`src/sv/rjb_pkg.sv`:
```
// Package for the RTP jitter reorder buffer: sizes, controller states and the
// command/status structs shared by the controller and the datapath.
`timescale 1ns / 1ps
`default_nettype none
package rjb_pkg;
    localparam int SLOTS = 32;
    localparam int IW    = $clog2(SLOTS);

    typedef logic [IW-1:0] idx_t;

    typedef enum logic [4:0] {
        S_IDLE,
        S_FIRST,
        S_CLASS,
        S_JADV,
        S_JREL,
        S_JSTORE,
        S_NWIN,
        S_NADV,
        S_NHEAD,
        S_NCHK,
        S_NSTORE,
        S_REFRESH,
        S_FADV,
        S_OCHK,
        S_OWIN,
        S_OSTORE,
        S_DONE
    } state_t;

    // Commands from the controller to the datapath.
    typedef struct packed {
        logic load;        // capture the request fields
        logic set_started; // mark the buffer as started
        logic first;       // first packet: set head, tail and newest from the request
        logic touch_idx;   // slot_time[idx] = now
        logic store;       // store the packet at idx
        logic set_tail;    // tail = idx, newest = seq
        logic cur_from_head;
        logic cur_from_tail;
        logic cur_from_tailm1;
        logic cur_inc;
        logic cur_dec;
        logic release_cur; // clear pending at cursor
        logic refresh_cur; // slot_time[cur] = now
        logic head_from_cur;
        logic head_after_tail;
        logic head_inc;
        logic emit;        // emit a handle result from cursor
        logic emit_last;   // emit final status result
        logic status;
    } cmd_t;

    // Status from the datapath to the controller.
    typedef struct packed {
        logic started;
        logic newer;
        logic far;          // distance is SLOTS or more
        logic head_eq_tail;
        logic cur_eq_tail;
        logic cur_eq_idx;
        logic cur_eq_head;
        logic head_eq_idx;
        logic pend_cur;
        logic pend_idx;
        logic expired_cur;
    } stat_t;
endpackage
`default_nettype wire

```
`src/sv/rtp_jitter_reorder_buffer_core.sv`:
```
// RTP jitter reorder buffer top level: controller, datapath, config register
// and result register. The controller's walks (window search, advance,
// refresh) visit one ring slot per cycle. One request at a time; busy is
// high while it runs. Results appear one per cycle with a strobe; the
// receiver cannot stall. Reset: asynchronous, clears pending flags, pointers
// and sets max_wait to 100.
`timescale 1ns / 1ps
`default_nettype none
module rtp_jitter_reorder_buffer_core
    import rjb_pkg::*;
(
    input  wire logic        clk,
    input  wire logic        rst_n,
    input  wire logic        start,
    output logic             busy,
    input  wire logic [15:0] seq,
    input  wire logic [15:0] packet_handle,
    input  wire logic [31:0] now_ms,
    input  wire logic        cfg_valid,
    output logic             cfg_ready,
    input  wire logic [15:0] cfg_data,
    output logic             result_valid,
    output logic             has_packet,
    output logic [15:0]      out_handle,
    output logic             status,
    output logic             last
);
    cmd_t        cmd;
    stat_t       stat;
    logic [15:0] cur_handle;
    logic [15:0] max_wait_reg;

    assign cfg_ready = 1'b1;

    // Wait limit register.
    always_ff @(posedge clk or negedge rst_n)
    begin
        if (!rst_n) max_wait_reg <= 16'd100;
        else if (cfg_valid) max_wait_reg <= cfg_data;
    end

    rjb_ctrl u_ctrl (
        .clk   (clk),
        .rst_n (rst_n),
        .start (start),
        .busy  (busy),
        .stat  (stat),
        .cmd   (cmd)
    );

    rjb_datapath u_dp (
        .clk           (clk),
        .rst_n         (rst_n),
        .seq           (seq),
        .packet_handle (packet_handle),
        .now_ms        (now_ms),
        .max_wait      (max_wait_reg),
        .cmd           (cmd),
        .stat          (stat),
        .cur_handle    (cur_handle)
    );

    // Result register.
    always_ff @(posedge clk or negedge rst_n)
    begin
        if (!rst_n) result_valid <= 1'b0;
        else result_valid <= cmd.emit || cmd.emit_last;
    end

    always_ff @(posedge clk)
    begin
        has_packet <= cmd.emit;
        out_handle <= cmd.emit ? cur_handle : 16'd0;
        status     <= cmd.emit ? 1'b0 : cmd.status;
        last       <= !cmd.emit;
    end
endmodule
`default_nettype wire

```
`src/sv/rjb_datapath.sv`:
```
// Datapath of the jitter reorder buffer: slot stores, ring pointers and cursor.
// Depends on rjb_pkg.
`timescale 1ns / 1ps
`default_nettype none
module rjb_datapath
    import rjb_pkg::*;
(
    input  wire logic        clk,
    input  wire logic        rst_n,
    input  wire logic [15:0] seq,
    input  wire logic [15:0] packet_handle,
    input  wire logic [31:0] now_ms,
    input  wire logic [15:0] max_wait,
    input  wire cmd_t        cmd,
    output stat_t            stat,
    output logic [15:0]      cur_handle
);
    logic [15:0] handle_mem [SLOTS];
    logic [31:0] time_mem   [SLOTS];
    logic [SLOTS-1:0] pend_reg;
    logic [15:0] seq_reg, hdl_reg, newest_reg;
    logic [31:0] now_reg;
    idx_t head_reg, tail_reg, cur_reg, cur_next;
    logic started_reg;
    idx_t idx;
    logic [15:0] d;
    logic [32:0] exp_sum;

    assign idx = seq_reg[IW-1:0];
    assign d   = seq_reg - newest_reg;

    // Request capture and control registers.
    always_ff @(posedge clk or negedge rst_n)
    begin
        if (!rst_n)
        begin
            pend_reg    <= '0;
            head_reg    <= '0;
            tail_reg    <= '0;
            cur_reg     <= '0;
            started_reg <= 1'b0;
            newest_reg  <= '0;
        end
        else
        begin
            if (cmd.set_started) started_reg <= 1'b1;
            if (cmd.first)
            begin
                head_reg   <= idx;
                tail_reg   <= idx;
                newest_reg <= seq_reg;
            end
            if (cmd.set_tail)
            begin
                tail_reg   <= idx;
                newest_reg <= seq_reg;
            end
            if (cmd.release_cur) pend_reg[cur_reg] <= 1'b0;
            if (cmd.store) pend_reg[idx] <= 1'b1;
            if (cmd.head_from_cur) head_reg <= cur_reg;
            else if (cmd.head_after_tail) head_reg <= tail_reg + idx_t'(1);
            else if (cmd.head_inc) head_reg <= head_reg + idx_t'(1);
            cur_reg <= cur_next;
        end
    end

    always_comb
    begin
        cur_next = cur_reg;
        if (cmd.cur_from_head) cur_next = head_reg;
        else if (cmd.cur_from_tail) cur_next = tail_reg;
        else if (cmd.cur_from_tailm1) cur_next = tail_reg - idx_t'(1);
        else if (cmd.cur_inc) cur_next = cur_reg + idx_t'(1);
        else if (cmd.cur_dec) cur_next = cur_reg - idx_t'(1);
    end

    // Payload capture.
    always_ff @(posedge clk)
    begin
        if (cmd.load)
        begin
            seq_reg <= seq;
            hdl_reg <= packet_handle;
            now_reg <= now_ms;
        end
    end

    // Slot handle and time stores.
    always_ff @(posedge clk or negedge rst_n)
    begin
        if (!rst_n)
        begin
            for (int i = 0; i < SLOTS; i++) time_mem[i] <= '0;
        end
        else
        begin
            if (cmd.touch_idx || cmd.store) time_mem[idx] <= now_reg;
            if (cmd.refresh_cur) time_mem[cur_reg] <= now_reg;
        end
    end

    always_ff @(posedge clk)
    begin
        if (cmd.store) handle_mem[idx] <= hdl_reg;
    end

    assign exp_sum    = {1'b0, time_mem[cur_reg]} + {17'd0, max_wait};
    assign cur_handle = handle_mem[cur_reg];

    // Status toward the controller.
    always_comb
    begin
        stat.started      = started_reg;
        stat.newer        = (d != 16'd0) && !d[15];
        stat.far          = (d[15] ? (17'h10000 - {1'b0, d}) : {1'b0, d}) >= 17'(SLOTS);
        stat.head_eq_tail = head_reg == tail_reg;
        stat.cur_eq_tail  = cur_reg == tail_reg;
        stat.cur_eq_idx   = cur_reg == idx;
        stat.cur_eq_head  = cur_reg == head_reg;
        stat.head_eq_idx  = head_reg == idx;
        stat.pend_cur     = pend_reg[cur_reg];
        stat.pend_idx     = pend_reg[idx];
        stat.expired_cur  = exp_sum < {1'b0, now_reg};
    end
endmodule
`default_nettype wire

```
`src/sv/rjb_ctrl.sv`:
```
// Controller of the jitter reorder buffer: walks the ring one slot a cycle.
// Depends on rjb_pkg.
`timescale 1ns / 1ps
`default_nettype none
module rjb_ctrl
    import rjb_pkg::*;
(
    input  wire logic  clk,
    input  wire logic  rst_n,
    input  wire logic  start,
    output logic       busy,
    input  wire stat_t stat,
    output cmd_t       cmd
);
    state_t state_reg, state_next;
    logic   fadv_reg, fadv_next;   // final advance: stop at gap (not all)

    always_ff @(posedge clk or negedge rst_n)
    begin
        if (!rst_n)
        begin
            state_reg <= S_IDLE;
            fadv_reg  <= 1'b0;
        end
        else
        begin
            state_reg <= state_next;
            fadv_reg  <= fadv_next;
        end
    end

    // Next state and commands.
    always_comb
    begin
        state_next = state_reg;
        fadv_next  = fadv_reg;
        cmd        = '0;
        busy       = state_reg != S_IDLE;
        case (state_reg)
            S_IDLE:
            begin
                if (start)
                begin
                    cmd.load   = 1'b1;
                    state_next = S_CLASS;
                end
            end
            S_CLASS:
            begin
                if (!stat.started) state_next = S_FIRST;
                else if (stat.newer)
                begin
                    cmd.touch_idx = 1'b1;
                    if (stat.far)
                    begin
                        cmd.cur_from_head = 1'b1;
                        state_next = stat.head_eq_tail ? S_JREL : S_JADV;
                    end
                    else if (stat.head_eq_tail) state_next = S_NCHK;
                    else
                    begin
                        cmd.cur_from_tail = 1'b1;
                        state_next = S_NWIN;
                    end
                end
                else state_next = S_OCHK;
            end
            S_FIRST:
            begin
                cmd.set_started = 1'b1;
                cmd.first  = 1'b1;
                cmd.store  = 1'b1;
                state_next = S_DONE;
            end
            // Jump: release every pending slot from head up to tail.
            S_JADV:
            begin
                if (stat.cur_eq_tail) state_next = S_JREL;
                else
                begin
                    if (stat.pend_cur)
                    begin
                        cmd.emit = 1'b1;
                        cmd.release_cur = 1'b1;
                    end
                    cmd.cur_inc = 1'b1;
                end
            end
            S_JREL:
            begin
                // Cursor sits on the tail slot (or head when equal).
                if (stat.pend_cur)
                begin
                    cmd.emit = 1'b1;
                    cmd.release_cur = 1'b1;
                end
                state_next = S_JSTORE;
            end
            S_JSTORE:
            begin
                cmd.store = 1'b1;
                cmd.set_tail = 1'b1;
                state_next = S_REFRESH;
            end
            // Is head inside [tail, idx)? Cursor walks from tail.
            S_NWIN:
            begin
                if (stat.cur_eq_idx) state_next = S_NHEAD;
                else if (stat.cur_eq_head)
                begin
                    cmd.cur_from_head = 1'b1;
                    state_next = S_NADV;
                end
                else cmd.cur_inc = 1'b1;
            end
            S_NADV:
            begin
                if (stat.cur_eq_idx)
                begin
                    cmd.head_from_cur = 1'b1;
                    state_next = S_NHEAD;
                end
                else
                begin
                    if (stat.pend_cur)
                    begin
                        cmd.emit = 1'b1;
                        cmd.release_cur = 1'b1;
                    end
                    cmd.cur_inc = 1'b1;
                end
            end
            S_NHEAD:
            begin
                if (stat.head_eq_idx)
                begin
                    cmd.cur_from_head = 1'b1;
                    cmd.head_inc = 1'b1;
                    state_next = S_NCHK;
                end
                else state_next = S_NCHK;
            end
            S_NCHK:
            begin
                // Cursor was loaded with the old head when head hit idx.
                if (stat.pend_idx)
                begin
                    if (stat.cur_eq_idx && fadv_reg == 1'b0 && stat.pend_cur)
                    begin
                        cmd.emit = 1'b1;
                        cmd.release_cur = 1'b1;
                        // idx is now empty; store next cycle.
                    end
                    else
                    begin
                        cmd.emit_last = 1'b1;
                        cmd.status = 1'b1;
                        state_next = S_IDLE;
                    end
                end
                else
                begin
                    cmd.store = 1'b1;
                    cmd.set_tail = 1'b1;
                    state_next = S_REFRESH;
                    fadv_next = 1'b1;
                end
            end
            // Refresh gap times from tail-1 back toward head. After a jump the
            // head moves to the slot after the new tail before the walk.
            S_REFRESH:
            begin
                if (!fadv_reg) cmd.head_after_tail = 1'b1;
                state_next = S_NSTORE;
                cmd.cur_from_tailm1 = 1'b1;
            end
            S_NSTORE:
            begin
                if (stat.cur_eq_head || stat.pend_cur)
                begin
                    if (fadv_reg)
                    begin
                        cmd.cur_from_head = 1'b1;
                        state_next = S_FADV;
                    end
                    else
                    begin
                        cmd.head_after_tail = 1'b1;
                        state_next = S_DONE;
                    end
                end
                else
                begin
                    cmd.refresh_cur = 1'b1;
                    cmd.cur_dec = 1'b1;
                end
            end
            // Final advance from head toward tail, stopping at a live gap.
            S_FADV:
            begin
                if (stat.cur_eq_tail && stat.cur_eq_head)
                begin
                    if (stat.pend_cur)
                    begin
                        cmd.emit = 1'b1;
                        cmd.release_cur = 1'b1;
                    end
                    cmd.head_inc = 1'b1;
                    state_next = S_DONE;
                end
                else if (stat.cur_eq_tail)
                begin
                    cmd.head_from_cur = 1'b1;
                    state_next = S_DONE;
                end
                else if (stat.pend_cur)
                begin
                    cmd.emit = 1'b1;
                    cmd.release_cur = 1'b1;
                    cmd.cur_inc = 1'b1;
                end
                else if (stat.expired_cur) cmd.cur_inc = 1'b1;
                else
                begin
                    cmd.head_from_cur = 1'b1;
                    state_next = S_DONE;
                end
            end
            // Older packet checks.
            S_OCHK:
            begin
                if (stat.far || stat.head_eq_tail || stat.pend_idx)
                begin
                    cmd.emit_last = 1'b1;
                    cmd.status = 1'b1;
                    state_next = S_IDLE;
                end
                else
                begin
                    cmd.cur_from_head = 1'b1;
                    state_next = S_OWIN;
                end
            end
            S_OWIN:
            begin
                if (stat.cur_eq_tail)
                begin
                    cmd.emit_last = 1'b1;
                    cmd.status = 1'b1;
                    state_next = S_IDLE;
                end
                else if (stat.cur_eq_idx) state_next = S_OSTORE;
                else cmd.cur_inc = 1'b1;
            end
            S_OSTORE:
            begin
                cmd.store = 1'b1;
                cmd.cur_from_head = 1'b1;
                fadv_next = 1'b1;
                state_next = S_FADV;
            end
            S_DONE:
            begin
                cmd.emit_last = 1'b1;
                fadv_next = 1'b0;
                state_next = S_IDLE;
            end
            default: state_next = S_IDLE;
        endcase
        if (state_reg == S_IDLE) fadv_next = 1'b0;
    end
endmodule
`default_nettype wire

```
`config.mk`:
```
export PLATFORM = sky130hd
export DESIGN_NAME = rtp_jitter_reorder_buffer_core
export DESIGN_NICKNAME = d
export VERILOG_FILES = /design/src/sv/rjb_pkg.sv /design/src/sv/rtp_jitter_reorder_buffer_core.sv /design/src/sv/rjb_datapath.sv /design/src/sv/rjb_ctrl.sv
export SDC_FILE = /design/constraint.sdc
export NUM_CORES = 2
export LEC_CHECK = 0
export BUFFER_PORTS_ARGS = -buffer_cell sky130_fd_sc_hd__buf_4
export CAP_MARGIN = 20
export CORE_ASPECT_RATIO = 1.2
export CORE_MARGIN = 8
export CORE_UTILIZATION = 45
export DETAILED_ROUTE_END_ITERATION = 6
export GPL_TIMING_DRIVEN = 0
export PLACE_DENSITY = 0.65
export SLEW_MARGIN = 20
export SYNTH_ARGS = -nofsm -noshare
export SYNTH_HDL_FRONTEND = slang
export SYNTH_HIERARCHICAL = 1
export SYNTH_SLANG_ARGS = --single-unit
```
`constraint.sdc`:
```
create_clock -name clk -period 16.4 [get_ports clk]
set_input_delay 0.82 -clock clk [delete_from_list [all_inputs] [get_ports clk]]
set_output_delay 0.82 -clock clk [all_outputs]
set_load 0.01 [all_outputs]
```
# Word-level counts from Yosys, hierarchy flattened
# Memory sizes are Yosys's and may differ from the RTL's. A register that Yosys moved wholly into a read port is not among the register bits.
# Cells that the tools add are included.
# W data, S select, Z words.
[totals]
in_bits = 84
out_inout_bits = 22
reg_bits = 1178
rom_bits = 0
latchBits = 0
mem_count = 1
ramBits = 512
[classes]
div = 0
shifts = 0
bitwise = 6
n_reduce_logical = 26
addsub = 8
n_eq_ne = 31
mux = 121
n_mul = 0
magnitude_cmp = 10
[memory_table]
columns = ["memory", "depth", "word_bits", "read_ports", "rd_clocked_by_memory_dff", "write_ports", "line_no", "rtl"]
rows = [
  ["u_dp.handle_mem", 32, 16, 1, 1, 1, "rjb_datapath.sv:18", "logic [15:0] handle_mem [SLOTS];"],
]
[ops]
columns = ["operator", "n"]
rows = [
  ["$bwmux W1024", 2],
  ["$mux W1024", 2],
  ["$demux W32 S5", 2],
  ["$mux W32", 6],
  ["$bmux W32 S5", 1],
  ["$mux W5", 28],
  ["$pmux W5 S16", 1],
  ["$mux W1", 49],
  ["$eq A5 B4 Y1 const B", 8],
  ["$add A32 B16 Y33", 1],
  ["$lt A33 B32 Y1", 1],
  ["$and A32 B32 Y32", 1],
  ["$mux W16", 2],
  ["$not A32 Y32", 1],
  ["$or A32 B32 Y32", 1],
  ["$eq A5 B5 Y1", 5],
  ["$eq A5 B3 Y1 const B", 4],
  ["$ge A17 B6 Y1 const B", 1],
  ["$mux W17", 1],
  ["$sub A17 B16 Y17 const A", 1],
  ["$reduce_bool A16 Y1", 1],
  ["$sub A16 B16 Y16", 1],
  ["$add A5 B1 Y5 const B", 3],
  ["$pmux W1 S5", 3],
  ["35 further kinds", 76],
]

# Depth between registers and ports, before layout
[depth]
word_depth = 15
depth_mapped = 48
ltp_nobuf = 40

# Cells and area by module
# The synthesis kept the hierarchy.
[by_module_without_submodules]
columns = ["module", "area_each_um2", "instances", "cells_per_inst"]
rows = [
  ["rjb_datapath", 72733.5, 1, 4724],
  ["rtp_jitter_reorder_buffer_core", 1189.9, 1, 76],
  ["rjb_ctrl", 1059.8, 1, 151],
]

# Worst setup path before layout
# OpenSTA, ideal clock, no wires.
[synth_timing]
kind = "reg-to-reg"
from = "register u_dp.cur_reg[0]"
to = "register u_dp.cur_reg[4]"
synth_period_minus_slack_ns = 8.181
required_ns = 16.317
arrival_time_ns = 8.098
path_stages_with_launch = 48
n_path_buf = 8
setup_slack_ns = 8.219
setup_time_ns = 0.083
cell_sequence = "dfrtp_1 -> buf_4 -> buf_4 -> buf_4 -> buf_4 -> buf_2 -> clkbuf_1 -> buf_2 -> mux4_2 -> a22oi_1 -> nand4_1 -> ha_1 -> inv_1 -> fa_1 -> nor2b_1 -> o21a_1 -> o21ai_0 -> a211oi_1 -> [12 not listed] -> o2111ai_1 -> a31oi_1 -> o21ai_0 -> nor2_1 -> or2_2 -> nand4_1 -> nand3_2 -> inv_1 -> nand2_1 -> inv_1 -> fa_1 -> a21o_1 -> a21oi_1 -> xnor2_1 -> nor3_1 -> a221oi_1 -> mux2i_1 -> o21ai_0"
[synth_rtl]
columns = ["item", "line_no", "rtl"]
rows = [
  ["start: declaration", "rjb_datapath.sv:23", "idx_t head_reg, tail_reg, cur_reg, cur_next;"],
  ["start signal: assignment", "rjb_datapath.sv:63", "cur_reg <= cur_next;"],
]

==> impl_metrics.yaml <==
floorplan:
  core_area_um2: 166000
  start_util_pct: 45.2
  die_h_um: 463
  die_area_um2: 180000
  io_pins: 106
  row_count: 164
  die_x_um: 389
final_layout:
  nets: 5433
  fin_cells: 7573
  reg.largest.list: "u_dp/time_mem (1024), u_dp/handle_mem (512)"
  area_growth_pct: 14.1
  nFillCells: 13600
  seqCellArea_um2: 45400
  drive_above_1_share_pct: 34.0
  largest_reg_flops: 1024
  multi_input_area_um2: 28000
  top_register: "u_dp/time_mem"
detailed_routing:
  vias_per_cell: 6.39
  detail_route.wl_per_cell_um: 32.5
  num_vias: 48400
  drt_iter0_drc: 5320
  dr.pass1.iters: 6
  finalWirelength_um: 246000
  remaining_drc_errors: 0
  final_antenna_net_count: 0
synth:
  post_synth.cell_area_avg_um2: 15.1
  yosys.area.top_type: "dfrtp_1"
  synth-seq-area-share_pct: 60.5
  synth_top_flop_cell: "dfrtp_1"
  ys_warn_count: 6
  syn_area_um2: 75000
  postSynthCellCount: 4951
  ys_types: 87
  synth.area.top_cells: "dfrtp_1, edfxtp_1, mux4_2, mux2_2, o21ai_0"
  synth_edf_count: 576
  ys_ff_latch: 1701
  synthArstFlopShare_pct: 65.0
  synth_nets: 5109
  yosysTopAreaCellShare_pct: 36.8
power:
  power_frac_clock_pct: 24.5
  totalPowerFinal_w: 0.0164
  swShare_pct: 35.3
  powerDensity_nw_per_um2: 191
  seq_power_share_pct: 38.5
  power.internal_w: 0.0106
  leakage_nw: 34.7
  peakVddDrop_v: 0.000141
  combPwrFrac_pct: 37.0
  switchingPower_w: 0.00578
cts:
  cts.htree.levels: 4
  post-cts-setup-buffer-count: 0
  path_clk_slew_ns: 0.07
  root_buffer: "clkbuf_16"
  cts_tree: "built"
  cts.sinks: 1701
  clk_path_buf_depth: 3
  cts_buffers: 168
  worstSkewPairLatency_ns: 0.83
critical_path:
  arrival_ns: 15.04
  crit_path_start_kind: "flip-flop"
  critical_path.top_delay_family: "buffers and inverters"
  slowest_stage: "clkbuf_1"
  endpoint_kind: "flip-flop"
  crit_path_max_fanout: 10
  critical-path-max-stage-delay_ns: 0.90
  worstSetupPathType: "reg2reg"
  cp.required_ns: 17.13
  crit_buf_inv: 11
global_routing:
  grtUsageTotal_pct: 26.9
  grt_max_degree: 154
  grt.overflow.total: 0
  grt_first_pass_wirelength_um: 354000
  grt_pass1_vias: 49300
  antenna_found_initial: 7
sta:
  finalCritPeriodShare_pct: 87.3
  final.setup.tns_ns: 0
  fmax_mhz: 69.9
  grt_setup_unrepaired: "false"
  slew_headroom_pct: 14.4
  tightest_slew_ns: 1.28
  skew_ns: 0.0574
  final-max-slew-violation-count: 0
  fin_crit_ns: 14.31
  hold_ws_ns: 0.159
  setup_viol: 0
  finalHoldViolCount: 0
placed_design:
  io_buffers: 103
  dp_hpwl_um: 160000
  dp_cells: 7257
  gp_congestion: 0.898
flow_run:
  maxCapViolCount: 0
outcome:
  status: "complete, no violations"
hold_path:
  hold_class: "in2reg"
## final cells by class
class / instances / area share, %
flip-flops and latches: 1701 / 53.0
multi-input cells: 2786 / 32.7
clock buffers: 235 / 5.62
well taps: 2158 / 3.16
repair buffers: 154 / 2.11
plain buffers: 392 / 1.99
clock inverters: 71 / 1.06
inverters: 72 / 0.316
diodes: 4 / 0.0117
## timing repair
item / 4_1_cts / 5_1_grt
endpoints found under the hold margin: 101 / 0
hold buffers: 1 / 0
resized for setup: 0 / 0
## layout by cell type, fill, tap and decap left out, types with 82 or more instances in the layout
cell       Yosys  routed
mux4_2       400     400
clkbuf_1     298     268
clkbuf_16      0     169
buf_2         74      82
o21ai_0      347     347
buf_4          9     114
mux2_2       798     798
dfrtp_1     1103    1103
edfxtp_1     576     576
nand2_1      300     300
a22oi_1      201     201
## cell usage after synthesis, drive strengths merged, types with 28 or more instances
cell type	instances
nor2	92
a22oi	201
nand3	34
clkbuf	298
nand2	300
mux4	400
edfxtp	576
inv	72
nand4	59
o21ai	348
mux2	810
xnor2	44
xor2	28
ha	71
buf	94
a21oi	64
nor3	31
dfrtp	1103
o22ai	29
## cells by family (layout without fill, tap and decap cells)
kind of cell	Yosys count	in the layout	share of synthesized area, %
AND/OR/NAND/NOR	665	665	4.29
XOR/XNOR	72	72	0.841
multiplexers	1217	1217	24.3
other	1	5	0.00500
adder cells (fa/ha/maj)	74	74	1.26
flip-flops	1701	1701	60.5
buffers and inverters	464	924	2.52
AO/OA/AOI/OAI	757	757	6.27
## layer usage
layer | share of wire [%] | vias up | global-route usage (%)
met4 | 7.4 | 2 | 16.0
met3 | 9.4 | 788 | 6.98
met5 | 0.0053 | - | 0
li1 | - | 19400 | -
met1 | 37 | 25400 | 33.8
met2 | 46 | 2693 | 42.2
## path summary, 6_finish.rpt
| path | depth (start not counted) | start | end | slack, ns |
|---|---|---|---|---|
| worst max-delay path | 47 | u_dp/cur_reg[1]$_DFFE_PN0P_ | u_dp/cur_reg[4]$_DFFE_PN0P_ | 2.09 |
| worst min-delay path | 1 | seq[11] | u_dp/seq_reg[11]$_DFFE_PP_ | 0.16 |
| worst max register to register | 47 | u_dp/cur_reg[1]$_DFFE_PN0P_ | u_dp/cur_reg[4]$_DFFE_PN0P_ | 2.09 |
| worst min register to register | 1 | u_dp/started_reg$_DFFE_PN0P_ | u_dp/started_reg$_DFFE_PN0P_ | 0.47 |
| max in group asynchronous | 5 | rst_n | u_dp/time_mem[775]$_DFF_PN0_ | 13.42 |
| min in group asynchronous | 2 | rst_n | u_dp/newest_reg[10]$_DFFE_PN0P_ | 0.53 |
## power groups by stage
stage | clock network [W] | registers, W | logic, W
after floorplan | 0 | 0.00609 | 0.00410
after global placement | 0 | 0.00631 | 0.00581
after detailed placement | 0 | 0.00636 | 0.00596
after CTS | 0.00407 | 0.00629 | 0.00599
after global routing | 0.00423 | 0.00643 | 0.00642
final | 0.00401 | 0.00631 | 0.00605
## through the flow
step                      cell area, µm²  setup slack (ns)  util, %
after global placement             78500              1.19     47.3
after CTS                          85500              2.30     51.5
after detailed placement           79800              2.38     48.0
after global routing               85600              1.65     51.5
after floorplan                    75000              8.22        -
final                              85600              2.09     51.5
Power figures use the tool's default switching activity.
